[src/design/keyword_token_lexer_assert.svh]
// assertion macros for the keyword token lexer
`ifndef KEYWORD_TOKEN_LEXER_ASSERT_SVH
`define KEYWORD_TOKEN_LEXER_ASSERT_SVH

// same-cycle implication
`define KTL_ASSERT_NOW(label, ante, cons, msg) \
	label: assert property (@(posedge clk) disable iff (!arst_n) (ante) |-> (cons)) \
		else $error(msg);

// next-cycle implication
`define KTL_ASSERT_NEXT(label, ante, cons, msg) \
	label: assert property (@(posedge clk) disable iff (!arst_n) (ante) |=> (cons)) \
		else $error(msg);

`endif

[src/design/ktl_pkg.sv]
// types, constants and helper functions for the keyword token lexer
`timescale 1ns / 1ps

package ktl_pkg;

	localparam int MAX_WORD_DEF = 16;
	localparam int KW_COUNT     = 14;
	localparam int KW_MAX_LEN   = 8;

	typedef logic [4:0] kind_t;

	typedef enum logic [1:0] {
		CLS_NONE,
		CLS_WORD,
		CLS_NUM
	} word_class_t;

	localparam kind_t KIND_INT    = 5'd6;
	localparam kind_t KIND_STRING = 5'd7;
	localparam kind_t KIND_QUOTE  = 5'd14;
	localparam kind_t KIND_LPAREN = 5'd15;
	localparam kind_t KIND_RPAREN = 5'd16;
	localparam kind_t KIND_LBRACE = 5'd17;
	localparam kind_t KIND_RBRACE = 5'd18;
	localparam kind_t KIND_SEMI   = 5'd19;
	localparam kind_t KIND_PLUS   = 5'd20;
	localparam kind_t KIND_MINUS  = 5'd21;
	localparam kind_t KIND_TIMES  = 5'd22;
	localparam kind_t KIND_DIVIDE = 5'd23;
	localparam kind_t KIND_EQUALS = 5'd24;
	localparam kind_t KIND_NOT    = 5'd25;

	// keyword text, left aligned, zero padded; index is the token kind
	localparam logic [63:0] KW_TEXT [KW_COUNT] = '{
		{"return", 16'h0},
		{"fun", 40'h0},
		{"var", 40'h0},
		{"const", 24'h0},
		"continue",
		{"break", 24'h0},
		{"int", 40'h0},
		{"string", 16'h0},
		{"print", 24'h0},
		{"println", 8'h0},
		{"if", 48'h0},
		{"else", 32'h0},
		{"while", 24'h0},
		{"for", 40'h0}
	};

	localparam logic [3:0] KW_LEN [KW_COUNT] = '{
		4'd6, 4'd3, 4'd3, 4'd5, 4'd8, 4'd5, 4'd3,
		4'd6, 4'd5, 4'd7, 4'd2, 4'd4, 4'd5, 4'd3
	};

	function automatic logic [7:0] kw_char(input logic [63:0] txt, input logic [2:0] pos);
		return txt[8 * (3'd7 - pos) +: 8];
	endfunction

	function automatic logic is_letter(input logic [7:0] b);
		return (b inside {[8'h61:8'h7a]}) || (b inside {[8'h41:8'h5a]});
	endfunction

	function automatic logic is_digit(input logic [7:0] b);
		return b inside {[8'h30:8'h39]};
	endfunction

	function automatic logic is_punct(input logic [7:0] b);
		return b inside {"\"", "(", ")", "{", "}", ";", "+", "-", "*", "/", "=", "!"};
	endfunction

	function automatic kind_t punct_kind(input logic [7:0] b);
		kind_t k;
		case (b)
			"\"":    k = KIND_QUOTE;
			"(":     k = KIND_LPAREN;
			")":     k = KIND_RPAREN;
			"{":     k = KIND_LBRACE;
			"}":     k = KIND_RBRACE;
			";":     k = KIND_SEMI;
			"+":     k = KIND_PLUS;
			"-":     k = KIND_MINUS;
			"*":     k = KIND_TIMES;
			"/":     k = KIND_DIVIDE;
			"=":     k = KIND_EQUALS;
			"!":     k = KIND_NOT;
			default: k = KIND_QUOTE;
		endcase
		return k;
	endfunction

endpackage

[src/design/keyword_token_lexer.sv]
// keyword token lexer top level: byte in, token results out
`timescale 1ns / 1ps

// Takes one text byte per transfer and returns its tokens. Each byte is first
// accepted, then classified and stored. When the next byte ends a word or
// number, or at end of text, the word is flushed: one result for a keyword,
// else one result per stored character, read out through the single read port
// of the word memory. A receiver stall on a pending result holds the lexer.
// Keywords are tracked by a candidate mask updated as characters arrive. Results
// leave through an output register; the next byte is taken only once the
// current one is fully handled.
module keyword_token_lexer #(
	parameter int MAX_WORD = ktl_pkg::MAX_WORD_DEF
) (
	input  logic       clk,
	input  logic       arst_n,
	input  logic       byte_valid,
	output logic       byte_stall,
	input  logic [7:0] text_byte,
	input  logic       end_of_text,
	output logic       token_valid,
	input  logic       token_stall,
	output logic [4:0] token_kind,
	output logic       has_text,
	output logic [7:0] text_char,
	output logic       token_end,
	output logic       truncated,
	output logic       run_last
);
	import ktl_pkg::*;

	`include "keyword_token_lexer_assert.svh"

	localparam int LEN_W  = $clog2(MAX_WORD + 1);
	localparam int ADDR_W = $clog2(MAX_WORD);

	typedef enum logic [1:0] {
		ST_IDLE,
		ST_DECIDE,
		ST_PREP,
		ST_EMIT
	} state_t;

	state_t              state_q;
	word_class_t         class_q;
	logic [LEN_W-1:0]    len_q;
	logic                ovf_q;
	logic [KW_COUNT-1:0] mask_q;
	logic [7:0]          byte_q;
	logic                eot_q;
	logic                pend_q;
	logic [ADDR_W-1:0]   idx_q;

	logic       out_valid_q;
	kind_t      kind_q;
	logic       has_text_q;
	logic [7:0] char_q;
	logic       end_q;
	logic       trunc_q;
	logic       last_q;

	logic [7:0] word_mem [MAX_WORD];
	logic [7:0] rd_data_s1;

	logic                out_free_c;
	logic                emit_c;
	logic                alnum_c;
	logic                cont_c;
	logic                room_c;
	logic                last_c;
	logic                more_c;
	logic                kw_hit_c;
	kind_t               kw_idx_c;
	logic [KW_COUNT-1:0] step_mask_c;
	logic [KW_COUNT-1:0] start_mask_c;
	logic [ADDR_W-1:0]   rd_addr_c;
	logic                wr_en_c;

	assign out_free_c = !out_valid_q || !token_stall;
	assign alnum_c    = is_letter(byte_q) || is_digit(byte_q);
	assign cont_c     = (class_q == CLS_WORD && alnum_c) ||
			(class_q == CLS_NUM && is_digit(byte_q));
	assign room_c     = len_q < LEN_W'(MAX_WORD);
	assign last_c     = (LEN_W'(idx_q) + LEN_W'(1)) == len_q;
	assign more_c     = pend_q && (is_punct(byte_q) || (alnum_c && eot_q));
	assign emit_c     = out_free_c && ((state_q == ST_EMIT) ||
			(state_q == ST_DECIDE && class_q == CLS_NONE && !alnum_c && is_punct(byte_q)));

	always_comb begin
		kw_hit_c = 1'b0;
		kw_idx_c = KIND_INT;
		for (int k = 0; k < KW_COUNT; k++) begin
			step_mask_c[k]  = (len_q < LEN_W'(KW_MAX_LEN)) &&
					(kw_char(KW_TEXT[k], len_q[2:0]) == byte_q);
			start_mask_c[k] = kw_char(KW_TEXT[k], 3'd0) == byte_q;
			if (mask_q[k] && LEN_W'(KW_LEN[k]) == len_q) begin
				kw_hit_c = 1'b1;
				kw_idx_c = kind_t'(k);
			end
		end
		if (class_q != CLS_WORD || ovf_q) begin
			kw_hit_c = 1'b0;
		end
	end

	assign rd_addr_c = (state_q == ST_EMIT && out_free_c && !kw_hit_c && !last_c) ?
			idx_q + ADDR_W'(1) : idx_q;
	assign wr_en_c   = state_q == ST_DECIDE && room_c &&
			(cont_c || (class_q == CLS_NONE && alnum_c));

	// word memory: one write port, one registered read port
	always_ff @(posedge clk) begin
		if (wr_en_c) begin
			word_mem[len_q[ADDR_W-1:0]] <= byte_q;
		end
		rd_data_s1 <= word_mem[rd_addr_c];
	end

	always_ff @(posedge clk or negedge arst_n) begin
		if (!arst_n) begin
			state_q     <= ST_IDLE;
			class_q     <= CLS_NONE;
			len_q       <= '0;
			ovf_q       <= 1'b0;
			pend_q      <= 1'b0;
			idx_q       <= '0;
			out_valid_q <= 1'b0;
			mask_q      <= '0;
			byte_q      <= '0;
			eot_q       <= 1'b0;
			kind_q      <= KIND_INT;
			has_text_q  <= 1'b0;
			char_q      <= '0;
			end_q       <= 1'b0;
			trunc_q     <= 1'b0;
			last_q      <= 1'b0;
		end else begin
			if (emit_c) begin
				out_valid_q <= 1'b1;
			end else if (!token_stall) begin
				out_valid_q <= 1'b0;
			end
			case (state_q)
				ST_IDLE: begin
					if (byte_valid) begin
						byte_q  <= text_byte;
						eot_q   <= end_of_text;
						state_q <= ST_DECIDE;
					end
				end
				ST_DECIDE: begin
					idx_q <= '0;
					if (cont_c) begin
						if (room_c) begin
							len_q  <= len_q + LEN_W'(1);
							mask_q <= mask_q & step_mask_c;
						end else begin
							ovf_q <= 1'b1;
						end
						state_q <= eot_q ? ST_PREP : ST_IDLE;
					end else if (class_q != CLS_NONE) begin
						pend_q  <= 1'b1;
						state_q <= ST_PREP;
					end else if (alnum_c) begin
						class_q <= is_letter(byte_q) ? CLS_WORD : CLS_NUM;
						len_q   <= LEN_W'(1);
						ovf_q   <= 1'b0;
						mask_q  <= start_mask_c;
						state_q <= eot_q ? ST_PREP : ST_IDLE;
					end else if (is_punct(byte_q)) begin
						if (out_free_c) begin
							kind_q      <= punct_kind(byte_q);
							has_text_q  <= 1'b0;
							char_q      <= '0;
							end_q       <= 1'b1;
							trunc_q     <= 1'b0;
							last_q      <= 1'b1;
							state_q     <= ST_IDLE;
						end
					end else begin
						state_q <= ST_IDLE;
					end
				end
				ST_PREP: begin
					state_q <= ST_EMIT;
				end
				ST_EMIT: begin
					if (out_free_c) begin
						if (kw_hit_c) begin
							kind_q     <= kw_idx_c;
							has_text_q <= 1'b0;
							char_q     <= '0;
							end_q      <= 1'b1;
							trunc_q    <= 1'b0;
							last_q     <= !more_c;
						end else begin
							kind_q     <= (class_q == CLS_NUM) ? KIND_INT : KIND_STRING;
							has_text_q <= 1'b1;
							char_q     <= rd_data_s1;
							end_q      <= last_c;
							trunc_q    <= ovf_q;
							last_q     <= last_c && !more_c;
						end
						if (kw_hit_c || last_c) begin
							class_q <= CLS_NONE;
							len_q   <= '0;
							ovf_q   <= 1'b0;
							pend_q  <= 1'b0;
							state_q <= pend_q ? ST_DECIDE : ST_IDLE;
						end else begin
							idx_q <= idx_q + ADDR_W'(1);
						end
					end
				end
				default: begin
					state_q <= ST_IDLE;
				end
			endcase
		end
	end

	assign byte_stall  = state_q != ST_IDLE;
	assign token_valid = out_valid_q;
	assign token_kind  = kind_q;
	assign has_text    = has_text_q;
	assign text_char   = char_q;
	assign token_end   = end_q;
	assign truncated   = trunc_q;
	assign run_last    = last_q;

	`KTL_ASSERT_NOW(a_len_range, 1'b1, len_q <= LEN_W'(MAX_WORD), "word length beyond store")
	`KTL_ASSERT_NOW(a_empty_clear, class_q == CLS_NONE, len_q == '0 && !ovf_q, "empty word set")
	`KTL_ASSERT_NOW(a_ovf_full, ovf_q, len_q == LEN_W'(MAX_WORD), "overflow without full store")
	`KTL_ASSERT_NOW(a_text_kind, token_valid && has_text, token_kind == KIND_INT || token_kind == KIND_STRING, "text kind")
	`KTL_ASSERT_NEXT(a_accept_decide, byte_valid && !byte_stall, state_q == ST_DECIDE, "byte not decoded")

endmodule

[config.mk]
export PLATFORM = sky130hd
export DESIGN_NAME = keyword_token_lexer
export DESIGN_NICKNAME = d
export VERILOG_FILES = /design/src/design/ktl_pkg.sv /design/src/design/keyword_token_lexer.sv
export VERILOG_INCLUDE_DIRS = /design/src /design/src/design
export SDC_FILE = /design/constraint.sdc
export NUM_CORES = 1
export LEC_CHECK = 0
export BUFFER_PORTS_ARGS = -buffer_cell sky130_fd_sc_hd__buf_2
export CORE_MARGIN = 2
export CORE_UTILIZATION = 35
export CTS_CLUSTER_DIAMETER = 120
export CTS_CLUSTER_SIZE = 24
export DETAILED_ROUTE_END_ITERATION = 12
export HOLD_SLACK_MARGIN = 0.03
export PLACE_DENSITY = 0.63
export SLEW_MARGIN = 10
export SYNTH_ARGS = -nofsm -noshare
export SYNTH_HDL_FRONTEND = slang
export SYNTH_SLANG_ARGS = --single-unit
[constraint.sdc]
create_clock -name clk -period 3.3 [get_ports clk]
set_input_delay 0.33 -clock clk [delete_from_list [all_inputs] [get_ports clk]]
set_output_delay 0.33 -clock clk [all_outputs]
set_load 0.05 [all_outputs]
* Yosys cells after proc, flatten, opt, wreduce, memory -nomap -nowiden
Memories as Yosys holds them, arrays and structs flattened. A register that Yosys moved wholly into a read port is not among the register bits.
Index checks and enable logic that the tools add are counted.
** Operators by class
- Multiplexer cells :: 116
- Add/subtract/negate cells :: 4
- Reductions and logical operators :: 77
- Equal/unequal tests :: 69
- Order comparisons :: 8
- Shifts and indexed selects :: 14
- Bitwise gates (word level) :: 1
** Operators with widths (count)
- 64-bit by 33-bit variable part select with 8-bit output, first input constant :: 14
- 5-bit 2-to-1 mux :: 26
- 8-bit equality test :: 14
- 7-bit by 8-bit equality test with 1-bit output, first input constant :: 10
- 8-bit by 6-bit equality test with 1-bit output, second input constant :: 10
- 14-bit 2-to-1 mux :: 4
- 8-bit 2-to-1 mux :: 7
- 5-bit case mux with 11 select lines :: 1
- 1-bit 2-to-1 mux :: 47
- 1-bit logical AND :: 46
- 2-bit 2-to-1 mux :: 15
- 3-bit by 5-bit equality test with 1-bit output, first input constant :: 4
- 5-bit case mux with 2 select lines :: 2
- 2-bit != test, second input constant :: 9
- 6-bit AND reduction :: 3
- 8-bit by 7-bit equality test with 1-bit output, second input constant :: 2
- 8-bit by 7-bit greater-or-equal comparator with 1-bit output, second input constant :: 2
- 8-bit by 7-bit less-or-equal comparator with 1-bit output, second input constant :: 2
- 8-bit case mux with 2 select lines :: 1
- 14-bit AND :: 1
- 4-bit 2-to-1 mux :: 3
- 2-bit by 1-bit != test with 1-bit output, second input constant :: 6
- 3-bit != test, second input constant :: 4
- 1-bit case mux with 2 select lines :: 6
- other kinds (28) :: 50
** Word-level totals
- Memories :: 1
- Output and inout port bits :: 19
- Logic and storage cells :: 306
- Register bits after elaboration :: 56
- Bits in writable memories :: 128
** Memory list
- word_mem :: depth 16, width 8, read ports 1, clocked after memory_dff 1, write ports 1, line keyword_token_lexer.sv:62 : logic [7:0] word_mem [MAX_WORD];

* Longest topological paths before layout
Gate-level depths: netlist of the first run.
- Depth in word-level cells :: 21
- Mapped depth :: 15
- Gate-level depth less buffers :: 10

* Least setup slack after synthesis of the first run
No wires, ideal clock.
- Path kind :: flip-flop to flip-flop
- Start point :: reg len_q[1]
- End point :: reg rd_data_s1[0] (read register of word_mem)
- Setup time :: 0.065 ns
- Path slack :: 0.173 ns
- Arrival :: 3.063 ns
- Period minus slack after synthesis :: 3.127 ns
- Data required time :: 3.235 ns
- Stages on the path, launching flop included :: 14
- Path through :: dfrtp_1 clkbuf_1 inv_1 ha_1 nor4bb_1 buf_6 a22oi_1 nand4_2 o21a_2 nor2_2 buf_2 mux4_2 nand3b_1 nand4_1
** On the way
- Word-level cells in the longest chain between the ends :: 21
- Elaborated cells on any way between the ends :: 42
- Classes of those cells :: 8 x eq/ne; 16 x mux; 18 x reduce/logical
** RTL lines
- start: declaration :: line keyword_token_lexer.sv:46 : logic [LEN_W-1:0] len_q;
- start signal: assignment :: line keyword_token_lexer.sv:155 : len_q <= len_q + LEN_W'(1);
- 3-bit by 5-bit equality test with 1-bit output :: line keyword_token_lexer.sv:96 : if (mask_q[k] && LEN_W'(KW_LEN[k]) == len_q) begin
- 1-bit logical AND :: line keyword_token_lexer.sv:96
- 1-bit 2-to-1 mux (14 in series) :: line keyword_token_lexer.sv:96
- 1-bit 2-to-1 mux :: line keyword_token_lexer.sv:101 : if (class_q != CLS_WORD || ovf_q) begin
- 1-bit zero test :: line keyword_token_lexer.sv:106 : assign rd_addr_c = (state_q == ST_EMIT && out_free_c && !kw_hit_c && !last_c) ?
- 1-bit logical AND :: line keyword_token_lexer.sv:106
- 1-bit logical AND * :: line keyword_token_lexer.sv:106
- 4-bit 2-to-1 mux * :: line keyword_token_lexer.sv:106
- end: declaration :: line keyword_token_lexer.sv:63 : logic [7:0] rd_data_s1;
Every way passes the cells marked *; elsewhere a longest branch is shown, timed or not.
A chain may end at the register's enable or synchronous reset.

* Final worst setup path of the first run
- Start point :: reg idx_q[1]
- End point :: reg rd_data_s1[5] (read register of word_mem)
** On the way
- Word-level cells in the longest chain between the ends :: 5
- Elaborated cells on any way between the ends :: 6
- Classes of those cells :: 2 x add/sub; 1 x eq/ne; 1 x mux; 2 x reduce/logical
** RTL lines
- start: declaration :: line keyword_token_lexer.sv:52 : logic [ADDR_W-1:0] idx_q;
- start signal: assignment :: line keyword_token_lexer.sv:211 : idx_q <= idx_q + ADDR_W'(1);
- 4-bit by 1-bit adder with 5-bit output :: line keyword_token_lexer.sv:84 : assign last_c = (LEN_W'(idx_q) + LEN_W'(1)) == len_q;
- 5-bit equality test :: line keyword_token_lexer.sv:84
- 1-bit zero test :: line keyword_token_lexer.sv:106
- 1-bit logical AND :: line keyword_token_lexer.sv:106
- 4-bit 2-to-1 mux * :: line keyword_token_lexer.sv:106
Marks and branches as above.

==> Flow_metrics.wiki, run 1 <==
{| class="wikitable"
! Metric !! Value
|-
| Finish-stage setup viols || 0
|-
| Count of flip-flops with a built-in enable after synthesis || 128
|-
| CP top delay family || compound AO/OA/AOI/OAI gates
|-
| Global-route wire length before repair || 53300 um
|-
| GRT Residual Overflow || 0
|-
| Wire length on met2 || 16000 um
|-
| Most repeated cell in the gate-level netlist after synthesis || edfxtp_1
|-
| Static Leak || 4.60 nW
|-
| # nets final || 1149
|-
| Die height || 185 um
|-
| H-Tree Level Count || 4
|-
| Max-capacitance violation count || 0
|-
| Average vias per placed instance || 5.95
|-
| Post-route worst setup slack || 0.160 ns
|-
| Post-synthesis sequential area ratio || 47.4%
|-
| IR drop worst, VDD || 0.501 mV
|-
| Number of distinct standard cells referenced by the synthesized netlist || 93
|-
| Antenna violation net count after detailed routing || 0
|-
| I/O pins || 32
|-
| Outcome || finished, final reports clean
|-
| Clock sink total || 192
|-
| Maximum number of pins on one net before global-route repair || 64
|-
| Final min period || 3.14 ns
|-
| Critical Path, Cell by Cell || ha_2 -> xor2_1 -> a211o_1 -> a211o_1 -> and3_4 -> buf_4 -> buf_4 -> a31oi_1 -> o221a_2 -> o21ai_0 -> nand4_1
|-
| Synth-to-layout area growth || 13.7%
|-
| Die width || 185 um
|-
| Area of the die || 34100 um^2
|-
| Post-place instance area || 12300 um^2
|-
| Leading post-synthesis cells by instance count || 128 x edfxtp_1, 78 x nor2_1, 71 x nand2_1
|-
| CTS root buffer || clkbuf_16
|-
| Number of input and output port buffers inserted || 31
|-
| Synth async-reset ratio || 29.2%
|-
| Max stage delay cell, worst path || dfrtp_1
|-
| Worst Setup Path Type || flip-flop to flip-flop
|-
| Worst slack at placement || 0.0526 ns
|-
| Startpoint type of the worst setup path || flip-flop
|-
| Initial antenna violation count || 0
|-
| DRC violation count after routing || 0
|-
| Top routing layer used || met4
|-
| Number of hold-slack violations in the final timing report || 0
|-
| Cell Count, Final, Fillers Out || 1582
|-
| Crit path buf inv count || 2
|-
| Area share of the largest cell type after synthesis || 33.7%
|-
| TritonRoute pass-1 iters || 5
|-
| Cell area after synthesis || 11400 um^2
|-
| Placed cell count || 1547
|-
| Detailed-placement wirelength estimate || 24000 um
|-
| Dominant cell type by area after synthesis || edfxtp_1
|-
| Required time worst endpoint || 3.60 ns
|-
| Top area cells in the synthesized netlist || edfxtp_1 34%, dfrtp_1 12%, mux2i_1 4.7%
|-
| Mean area per synthesized cell || 10.4 um^2
|-
| Share of cell area taken by muxes after synthesis || 7.70%
|-
| Number of buffers created by CTS || 17
|-
| Total routing usage reported by global routing || 20.4%
|-
| Sort of element at the end of the critical path || flip-flop
|-
| Final-layout worst hold slack || 0.0928 ns
|-
| Area share of xor/xnor cells in the synthesized design || 2.76%
|-
| DRT iter0 DRCs || 1217
|-
| Transition time at the pin with the least slew margin || 0.976 ns
|-
| Final routed wirelength across all metal layers || 34600 um
|-
| CTS tree || yes
|-
| Final antenna diode count || 0
|-
| Number of placement rows || 66
|-
| Arrival time of data at the critical path endpoint || 3.44 ns
|-
| Post-synthesis sequential element count || 192
|-
| Worst clock skew on the final layout || 0.0176 ns
|-
| Crit-path max cell delay || 0.42 ns
|-
| Post-Syn Nets || 1123
|-
| Critical Path Fanout Max || 17
|-
| Starting density of the core || 35.3%
|-
| Power per unit of standard cell area || 945 nW/um^2
|-
| Share of the synthesized area in compound gates (AO/OA/AOI/OAI) || 21.8%
|-
| Synthesized instance count || 1101
|-
| Area share of and/or/nand/nor cells after synthesis || 14.7%
|-
| Slew Limit Fails || 0
|-
| Routed length per placed instance || 21.8 um
|-
| Clock transition at the registers of the reported paths || 0.08 ns
|-
| Headroom to the max-slew limit || 34.9%
|-
| Placeable core area || 32300 um^2
|-
| Most used flip-flop cell after synthesis || edfxtp_1
|-
| Share of the clock period used by the worst path || 95.2%
|-
| Number of warnings issued by yosys || 0
|-
| Number of global-route vias before repair || 8899
|-
| Routed met1 length || 15500 um
|-
| Proportion of layout cells with a drive suffix above 1 || 20.9%
|-
| Main combinational cell family by area after synthesis || compound AO/OA/AOI/OAI gates
|-
| Adder-cell area share of the yosys netlist || 0.987%
|-
| Upper clock frequency limit || 318 MHz
|-
| Maximum clock path buffer count || 2
|-
| Power Total || 12.3 mW
|-
| Via Count || 9414
|-
| Worst hold path type || primary input to flip-flop
|-
| Last weighted congestion value of the routability-driven placer || 0.931
|-
| Clk_lat worst skew || 0.44 ns
|-
| Detailed route wirelength on metal3 || 2270 um
|-
| Post-Layout Inst Area || 13000 um^2
|}
-- placed cells by master, fill, tap and decap left out, types with 31 or more instances in the layout --
cell        n
mux2i_1    54
a21oi_1    41
edfxtp_1  128
a31oi_1    40
dfrtp_1    47
o21ai_0    70
buf_4      73
nand3_1    31
nand2_1    70
nor2_1     77
-- cell families (layout without fill, tap and decap cells) --
family | after synthesis | count (layout)
AOI/OAI and AO/OA | 340 | 340
xor gates and xnor gates | 36 | 36
adders and majority gates | 9 | 9
buffers and inverters | 126 | 165
DFF | 192 | 192
muxes | 75 | 75
and+or+nand+nor | 323 | 323
-- final timing paths --
check / cells past startpoint / slack (ns) / from / end
min in group asynchronous: 2 / 0.46 / arst_n / truncated
max reg2reg: 11 / 0.16 / idx_q[1] / rd_data_s1[5]
min reg2reg: 1 / 0.47 / rd_data_s1[2] / text_char[2]
max: 11 / 0.16 / idx_q[1] / rd_data_s1[5]
min: 3 / 0.09 / text_byte[1] / byte_q[1]
max in group asynchronous: 3 / 2.18 / arst_n / mask_q[0]
-- per-stage QoR --
| stage | setup TNS (ns) | utilization [%] |
|---|---|---|
| floorplan | 0 | - |
| global placement | 0 | 38.2 |
| detailed placement | 0 | 38.2 |
| CTS | 0 | 39.9 |
| global route | -0.0113 | 40.2 |
| finish | 0 | 40.2 |
-- timing repair --
action                                 4_1_cts  5_1_grt
resized for setup                            0       11
hold buffers                                 0        1
setup buffers                                0        1
endpoints found under the hold margin        0       41
setup endpoints to repair                    0       11
-- layer usage --
metal	global-route usage, %	vias up
li1	-	4318
met1	28.5	4640
met2	32.9	396
met3	3.40	60
met4	5.44	0
met5	0	-
-- final cells by class --
| type | count | area [um^2] |
|---|---|---|
| clock buffer | 18 | 429 |
| clock inverter | 14 | 144 |
| fill | 3118 | 19300 |
| inverter | 23 | 86.3 |
| multi-input combinational | 783 | 5500 |
| sequential | 192 | 5420 |
| tap | 442 | 553 |
| timing repair buffer | 110 | 833 |
-- where the power goes --
group | internal (mW) | leakage (nW) | switching (mW)
registers | 3.12 | 1.93 | 0.411
logic | 2.55 | 2.39 | 4.11
clock network | 1.01 | 0.277 | 1.04
-- tightest hold or removal path, stage by stage --
cell     delay [ns]
buf_2          0.07
nand2_1        0.04
o21ai_0        0.06
-- state kept, by name (all words and copies together), names as in the netlist, 2 cells and up, named ones only --
| signal | count |
|---|---|
| token_kind | 5 |
| len_q | 5 |
| idx_q | 4 |
| word_mem | 128 |
| mask_q | 14 |
| byte_q | 8 |
| class_q | 2 |
| text_char | 8 |
| rd_data_s1 | 8 |
No activity file was read; power rests on OpenSTA's default activity.
==> inputs of run 2 (changes only) <==
--- a/config.mk
+++ b/config.mk
@@ -9,6 +9,7 @@
 export BUFFER_PORTS_ARGS = -buffer_cell sky130_fd_sc_hd__buf_2
 export CORE_MARGIN = 2
 export CORE_UTILIZATION = 35
+export CTS_BUF_LIST = sky130_fd_sc_hd__clkbuf_4
 export CTS_CLUSTER_DIAMETER = 120
 export CTS_CLUSTER_SIZE = 24
 export DETAILED_ROUTE_END_ITERATION = 12
==> run 2 against run 1 <==
Compared with the run above: maximum frequency fell by 0.53%; clock-buffer cell count unchanged; global-route usage shrank 0.081 points; sequential cell count unchanged; clock power decreased by 37%; largest power group unchanged.
==> Flow_metrics.wiki, run 2 (synthesis gave the netlist of run 1 again) <==
{| class="wikitable"
! Metric !! Value
|-
| Final routed wirelength across all metal layers || 34300 um (-0.69%)
|-
| Die width || 185 um (unchanged)
|-
| Power Total || 11.5 mW (-6.2%)
|-
| Number of buffers created by CTS || 17 (unchanged)
|-
| Number of placement rows || 66 (unchanged)
|-
| Number of input and output port buffers inserted || 31 (unchanged)
|-
| IR drop worst, VDD || 0.533 mV (+6.4%)
|-
| Core Util, Final || 39.5% (-0.66 points)
|-
| H-Tree Level Count || 4 (unchanged)
|-
| Sort of element at the end of the critical path || flip-flop
|-
| GRT Residual Overflow || 0 (unchanged)
|-
| Worst reg-to-reg path cell count || 10 (-1)
|-
| Transition time at the pin with the least slew margin || 0.953 ns (-0.0231 ns)
|-
| Proportion of layout cells with a drive suffix above 1 || 20.8% (-0.058 points)
|-
| Origin of the worst setup path || len_q[0]
|-
| Clock sink total || 192 (unchanged)
|-
| Clk_lat worst skew || 0.60 ns (+0.16 ns)
|-
| DRC violation count after routing || 0 (unchanged)
|-
| Upper clock frequency limit || 317 MHz (-0.53%)
|-
| Worst Setup Path Type || flip-flop to flip-flop
|-
| Area taken by multi-input logic gates || 5520 um^2 (+0.23%)
|-
| Max-capacitance violation count || 0 (unchanged)
|-
| Most used cells in the layout excluding fill and tap cells || 128 x edfxtp_1, 77 x nor2_1, 73 x buf_4
|-
| Share of the clock period used by the worst path || 95.7% (+0.50 points)
|-
| Die height || 185 um (unchanged)
|-
| Worst clock skew on the final layout || 0.0503 ns (+0.0327 ns)
|-
| Number of global-route vias before repair || 8922 (+0.26%)
|-
| Startpoint type of the worst setup path || flip-flop
|-
| Total routing usage reported by global routing || 20.4% (-0.081 points)
|-
| Placeable core area || 32300 um^2 (unchanged)
|-
| Average vias per placed instance || 5.95 (about the same)
|-
| Number of hold-slack violations in the final timing report || 0 (unchanged)
|-
| CTS root buffer || clkbuf_4
|-
| Required time worst endpoint || 3.84 ns (+0.24 ns)
|-
| Fill count || 3148 (+0.96%)
|-
| Startpoint of the worst-slack reg-to-reg timing path || len_q[0]
|-
| Area of the die || 34100 um^2 (unchanged)
|-
| Headroom to the max-slew limit || 36.5% (+1.5 points)
|-
| Power per unit of standard cell area || 902 nW/um^2 (-4.6%)
|-
| Placed cell count || 1547 (unchanged)
|-
| Most common library cell in the layout ignoring fill and taps || edfxtp_1
|-
| Critical Path Fanout Max || 5 (-12)
|-
| Routed length per placed instance || 21.6 um (-1.3%)
|-
| Initial antenna violation count || 1 (+1)
|-
| Static Leak || 4.50 nW (-2.2%)
|-
| CP endpoint || rd_data_s1[1]
|-
| Minimum setup slack among reg-to-reg paths || 0.14 ns (-0.02 ns)
|-
| Slew Limit Fails || 0 (unchanged)
|-
| Worst hold path type || primary input to flip-flop
|-
| DRT iter0 DRCs || 1132 (-7.0%)
|-
| Outcome || finished, final reports clean
|-
| Global-route wire length before repair || 53300 um (about the same)
|-
| Arrival time of data at the critical path endpoint || 3.69 ns (+0.25 ns)
|-
| TritonRoute pass-1 iters || 6 (+1)
|-
| Maximum clock path buffer count || 2 (unchanged)
|-
| Via Count || 9467 (+0.56%)
|-
| Starting density of the core || 35.3% (unchanged)
|-
| RR Endpoint || rd_data_s1[1]
|-
| Maximum number of pins on one net before global-route repair || 64 (unchanged)
|-
| I/O pins || 32 (unchanged)
|-
| Detailed-placement wirelength estimate || 24000 um (unchanged)
|-
| Area taken by flip-flops and latches || 5420 um^2 (unchanged)
|-
| Last weighted congestion value of the routability-driven placer || 0.931 (unchanged)
|-
| Antenna violation net count after detailed routing || 0 (unchanged)
|-
| Cell Count, Final, Fillers Out || 1591 (+0.57%)
|-
| Clock transition at the registers of the reported paths || 0.20 ns (+0.12 ns)
|-
| Flip-flop count of the largest register, all copies and words added || 128 (unchanged)
|-
| Synth-to-layout area growth || 11.8%
|-
| CTS tree || yes
|-
| Final min period || 3.16 ns (+0.0167 ns)
|-
| Finish-stage setup viols || 0 (unchanged)
|-
| # nets final || 1157 (+0.70%)
|}
[run 2: layout make-up]
type | instances | share of cell area (%)
diodes | 1 | 0.0196
clock buffers | 18 | 1.06
clock inverters | 14 | 1.13
inverters | 23 | 0.677
multi-input cells | 783 | 43.3
flip-flops and latches | 192 | 42.5
well taps | 442 | 4.34
repair buffers | 118 | 7.04
[run 2: worst max-delay path, stage by stage (launching register included)]
cell	delay (ns)
dfrtp_1	0.46
inv_1	0.12
ha_1	0.28
and2_1	0.22
a32oi_2	0.29
nand4_2	0.19
o21ai_4	0.30
a31oi_1	0.17
a2111oi_4	0.46
or4b_1	0.48
nand4_1	0.11
[run 2: worst min path at each step]
stage | slack [ns] | cells after the start | from | endpoint
6_report | 0.12 | 3 | token_stall | token_valid
5_1_grt | 0.10 | 3 | token_stall | token_valid
4_1_cts | 0.07 | 3 | token_stall | token_valid
3_5_place_dp | 0.45 | 1 | rd_data_s1[1] | text_char[1]
3_3_place_gp | 0.45 | 1 | rd_data_s1[2] | text_char[2]
2_1_floorplan | 0.03 | 0 | arst_n | async pin
[run 2: per-stage QoR]
| step | hold slack, ns | worst slack, ns | cell area (um^2) | TNS [ns] |
|---|---|---|---|---|
| floorplan | 0.0344 | 0.173 | 11400 | 0 |
| global placement | 0.451 | 0.162 | 12300 | 0 |
| detailed placement | 0.446 | 0.0526 | 12300 | 0 |
| CTS | 0.0731 | 0.0154 | 12700 | 0 |
| global route | 0.104 | -0.0493 | 12800 | -0.237 |
| finish | 0.121 | 0.143 | 12800 | 0 |
[run 2: repair_timing]
action / CTS / global route
resized for setup: 0 / 12
endpoints found under the hold margin: 50 / 0
setup buffers: 0 / 1
hold buffers: 10 / 0
setup endpoints to repair: 0 / 14
[run 2: per-layer routing]
layer,up-vias,share of wire (%),GRT usage (%)
li1,4335,-,-
met4,0,2.0,5.18
met3,56,6.9,3.42
met2,432,47,32.8
met5,-,0,0
met1,4644,44,28.4
[run 2: power by group]
| part | leakage (nW) | internal, mW | switching, mW |
|---|---|---|---|
| sequential | 1.93 | 3.12 | 0.409 |
| combinational | 2.42 | 2.57 | 4.11 |
| clock | 0.149 | 0.350 | 0.940 |
| total | 4.50 | 6.04 | 5.46 |
==> inputs of run 3 (changes only) <==
--- a/config.mk
+++ b/config.mk
@@ -14,7 +14,7 @@
 export CTS_CLUSTER_SIZE = 24
 export DETAILED_ROUTE_END_ITERATION = 12
 export HOLD_SLACK_MARGIN = 0.03
-export PLACE_DENSITY = 0.63
+export PLACE_DENSITY = 0.61
 export SLEW_MARGIN = 10
 export SYNTH_ARGS = -nofsm -noshare
 export SYNTH_HDL_FRONTEND = slang
==> constraint.sdc (replaced) <==
create_clock -name clk -period 3.1 [get_ports clk]
set_input_delay 0.31 -clock clk [delete_from_list [all_inputs] [get_ports clk]]
set_output_delay 0.31 -clock clk [all_outputs]
set_load 0.05 [all_outputs]
==> run 3 against run 2 <==
Compared with the run above: combinational power grew 13%; maximum frequency grew 3.4%; clock skew shrank 0.021 ns; hold slack lost 0.052 ns.
==> Flow_metrics.wiki, run 3 (synthesis gave the netlist of run 1 again) <==
{| class="wikitable"
! Metric !! Value
|-
| Outcome || finished, final reports clean
|-
| Worst reg-to-reg path cell count || 12 (+2)
|-
| H-Tree Level Count || 4 (unchanged)
|-
| Detailed-placement wirelength estimate || 24700 um (+3.2%)
|-
| Startpoint type of the worst setup path || flip-flop
|-
| Routed length per placed instance || 21.4 um (-0.84%)
|-
| Number of hold-slack violations in the final timing report || 0 (unchanged)
|-
| Final routed wirelength across all metal layers || 35200 um (+2.5%)
|-
| Average vias per placed instance || 5.92 (-0.44%)
|-
| DRT iter0 DRCs || 1156 (+2.1%)
|-
| Launch instance of the worst min-delay path || token_stall
|-
| Upper clock frequency limit || 328 MHz (+3.4%)
|-
| Post-route worst setup slack || 0.0471 ns (-0.0961 ns)
|-
| Maximum clock path buffer count || 2 (unchanged)
|-
| Antenna violation net count after detailed routing || 0 (unchanged)
|-
| Proportion of layout cells with a drive suffix above 1 || 24.8% (+4.0 points)
|-
| Minimum setup slack among reg-to-reg paths || 0.05 ns (-0.10 ns)
|-
| Startpoint of the worst-slack reg-to-reg timing path || len_q[1]
|-
| Number of cells on the worst hold path || 3 (unchanged)
|-
| Number of input and output port buffers inserted || 31 (unchanged)
|-
| Global-route wire length before repair || 54200 um (+1.7%)
|-
| Unrepaired setup endpoints after global routing || yes
|-
| CTS tree || yes
|-
| Crit-path max cell delay || 0.50 ns (+0.02 ns)
|-
| Power Total || 12.8 mW (+11%)
|-
| Last weighted congestion value of the routability-driven placer || 0.904 (-2.9%)
|-
| Critical Path Fanout Max || 8 (+3)
|-
| Clock transition at the registers of the reported paths || 0.19 ns (about the same)
|-
| Maximum number of pins on one net before global-route repair || 63 (-1.6%)
|-
| Slew Limit Fails || 0 (unchanged)
|-
| Sort of element at the end of the critical path || flip-flop
|-
| Max-capacitance violation count || 0 (unchanged)
|-
| I/O pins || 32 (unchanged)
|-
| Die height || 185 um (unchanged)
|-
| Share of the clock period used by the worst path || 98.5% (+2.8 points)
|-
| Worst hold path endpoint || token_valid
|-
| CTS root buffer || clkbuf_4
|-
| Most common library cell in the layout ignoring fill and taps || edfxtp_1
|-
| Worst Setup Path Type || flip-flop to flip-flop
|-
| Cell Count, Final, Fillers Out || 1644 (+3.3%)
|-
| Synth-to-layout area growth || 16.5%
|-
| Max stage delay cell, worst path || mux4_2
|-
| Headroom to the max-slew limit || 22.9% (-14 points)
|-
| Starting density of the core || 35.3% (unchanged)
|-
| Static Leak || 4.80 nW (+6.6%)
|-
| Origin of the worst setup path || len_q[1]
|-
| Required time worst endpoint || 3.67 ns (-0.17 ns)
|-
| Arrival time of data at the critical path endpoint || 3.62 ns (-0.07 ns)
|-
| RR Endpoint || rd_data_s1[0]
|-
| Placed cell count || 1595 (+3.1%)
|-
| DRC violation count after routing || 0 (unchanged)
|-
| Crit path buf inv count || 3 (+2)
|-
| Clock sink total || 192 (unchanged)
|-
| Number of buffers created by CTS || 17 (unchanged)
|-
| Transition time at the pin with the least slew margin || 1.15 ns (+0.199 ns)
|-
| Area of the die || 34100 um^2 (unchanged)
|-
| Worst clock skew on the final layout || 0.0290 ns (-0.0213 ns)
|-
| Most numerous cell on the critical path || buf_4
|-
| Worst slack at placement || -0.0580 ns (-0.111 ns)
|-
| Power per unit of standard cell area || 960 nW/um^2 (+6.5%)
|-
| Worst hold path type || primary input to flip-flop
|-
| TritonRoute pass-1 iters || 5 (-1)
|-
| CP top delay family || simple AND/OR/NAND/NOR gates
|-
| IR drop worst, VDD || 0.685 mV (+29%)
|-
| GRT Residual Overflow || 0 (unchanged)
|-
| Via Count || 9739 (+2.9%)
|-
| # nets final || 1210 (+4.6%)
|-
| Flip-flop count of the largest register, all copies and words added || 128 (unchanged)
|-
| Die width || 185 um (unchanged)
|-
| Number of placement rows || 66 (unchanged)
|-
| Placeable core area || 32300 um^2 (unchanged)
|-
| Number of global-route vias before repair || 9071 (+1.7%)
|-
| Initial antenna violation count || 1 (unchanged)
|-
| Finish-stage setup viols || 0 (unchanged)
|-
| Core Util, Final || 41.1% (+1.7 points)
|-
| Total routing usage reported by global routing || 20.8% (+0.42 points)
|-
| Clk_lat worst skew || 0.63 ns (+0.03 ns)
|-
| Most used cells in the layout excluding fill and tap cells || 128 x edfxtp_1, 120 x buf_4, 78 x nor2_1
|-
| Final min period || 3.05 ns (-0.104 ns)
|-
| Critical Path, Cell by Cell || inv_1 -> ha_1 -> nor4bb_1 -> buf_4 -> a32oi_2 -> nand4_4 -> o21a_4 -> nor2_4 -> buf_4 -> mux4_2 -> nand3b_1 -> nand4_1
|}
==> run 3: per-stage QoR <==
| stage | TNS, ns | hold WS, ns | cell area [um^2] |
|---|---|---|---|
| floorplan | 0 | 0.0144 | 11400 |
| global placement | -0.0183 | 0.433 | 12700 |
| detailed placement | -0.0580 | 0.440 | 12700 |
| CTS | 0 | 0.0387 | 13100 |
| global route | -0.224 | 0.0451 | 13300 |
| finish | 0 | 0.0685 | 13300 |
==> run 3: tightest hold or removal path: cells and delay by family <==
| family | cells | cell delay [ns] |
|---|---|---|
| buf+inv | 1 | 0.08 |
| simple gates | 2 | 0.28 |
==> run 3: cell type report <==
cell class / instances / area [um^2]
Timing Repair Buffer: 171 / 1330
Tap cell: 442 / 553
Multi-Input combinational cell: 783 / 5580
Sequential cell: 192 / 5420
Clock buffer: 17 / 128
Clock inverter: 15 / 191
Inverter: 23 / 86.3
Antenna cell: 1 / 2.50
Fill cell: 3103 / 19000
==> run 3: layer usage <==
layer  part of all wire (%)  GRT usage [%]
met3                    6.8           2.85
met5                      0              0
met4                    1.5           5.18
met2                     46           32.2
met1                     45           30.5
==> run 3: worst max path at each step <==
stage / cells after the start / slack (ns) / endpoint
2_1_floorplan: 13 / 0.05 / rd_data_s1[0]
3_3_place_gp: 12 / -0.02 / rd_data_s1[0]
3_5_place_dp: 12 / -0.06 / rd_data_s1[0]
4_1_cts: 12 / 0.03 / rd_data_s1[0]
5_1_grt: 12 / -0.06 / rd_data_s1[0]
6_report: 12 / 0.05 / rd_data_s1[0]
==> run 3: report_power, final <==
part	internal [mW]	switching, mW	total [mW]
clock	0.405	1.09	1.49
sequential	3.32	0.370	3.69
combinational	3.01	4.56	7.57
total	6.74	6.02	12.8
==> run 3: timing repair <==
item | 4_1_cts | 5_1_grt
endpoints found under the setup margin | 3 | 13
buffers inserted | 2 | 4
gates cloned | 0 | 0
hold buffers | 10 | 0
pin swaps | 1 | 4
endpoints found under the hold margin | 38 | 0
resized for setup | 2 | 19
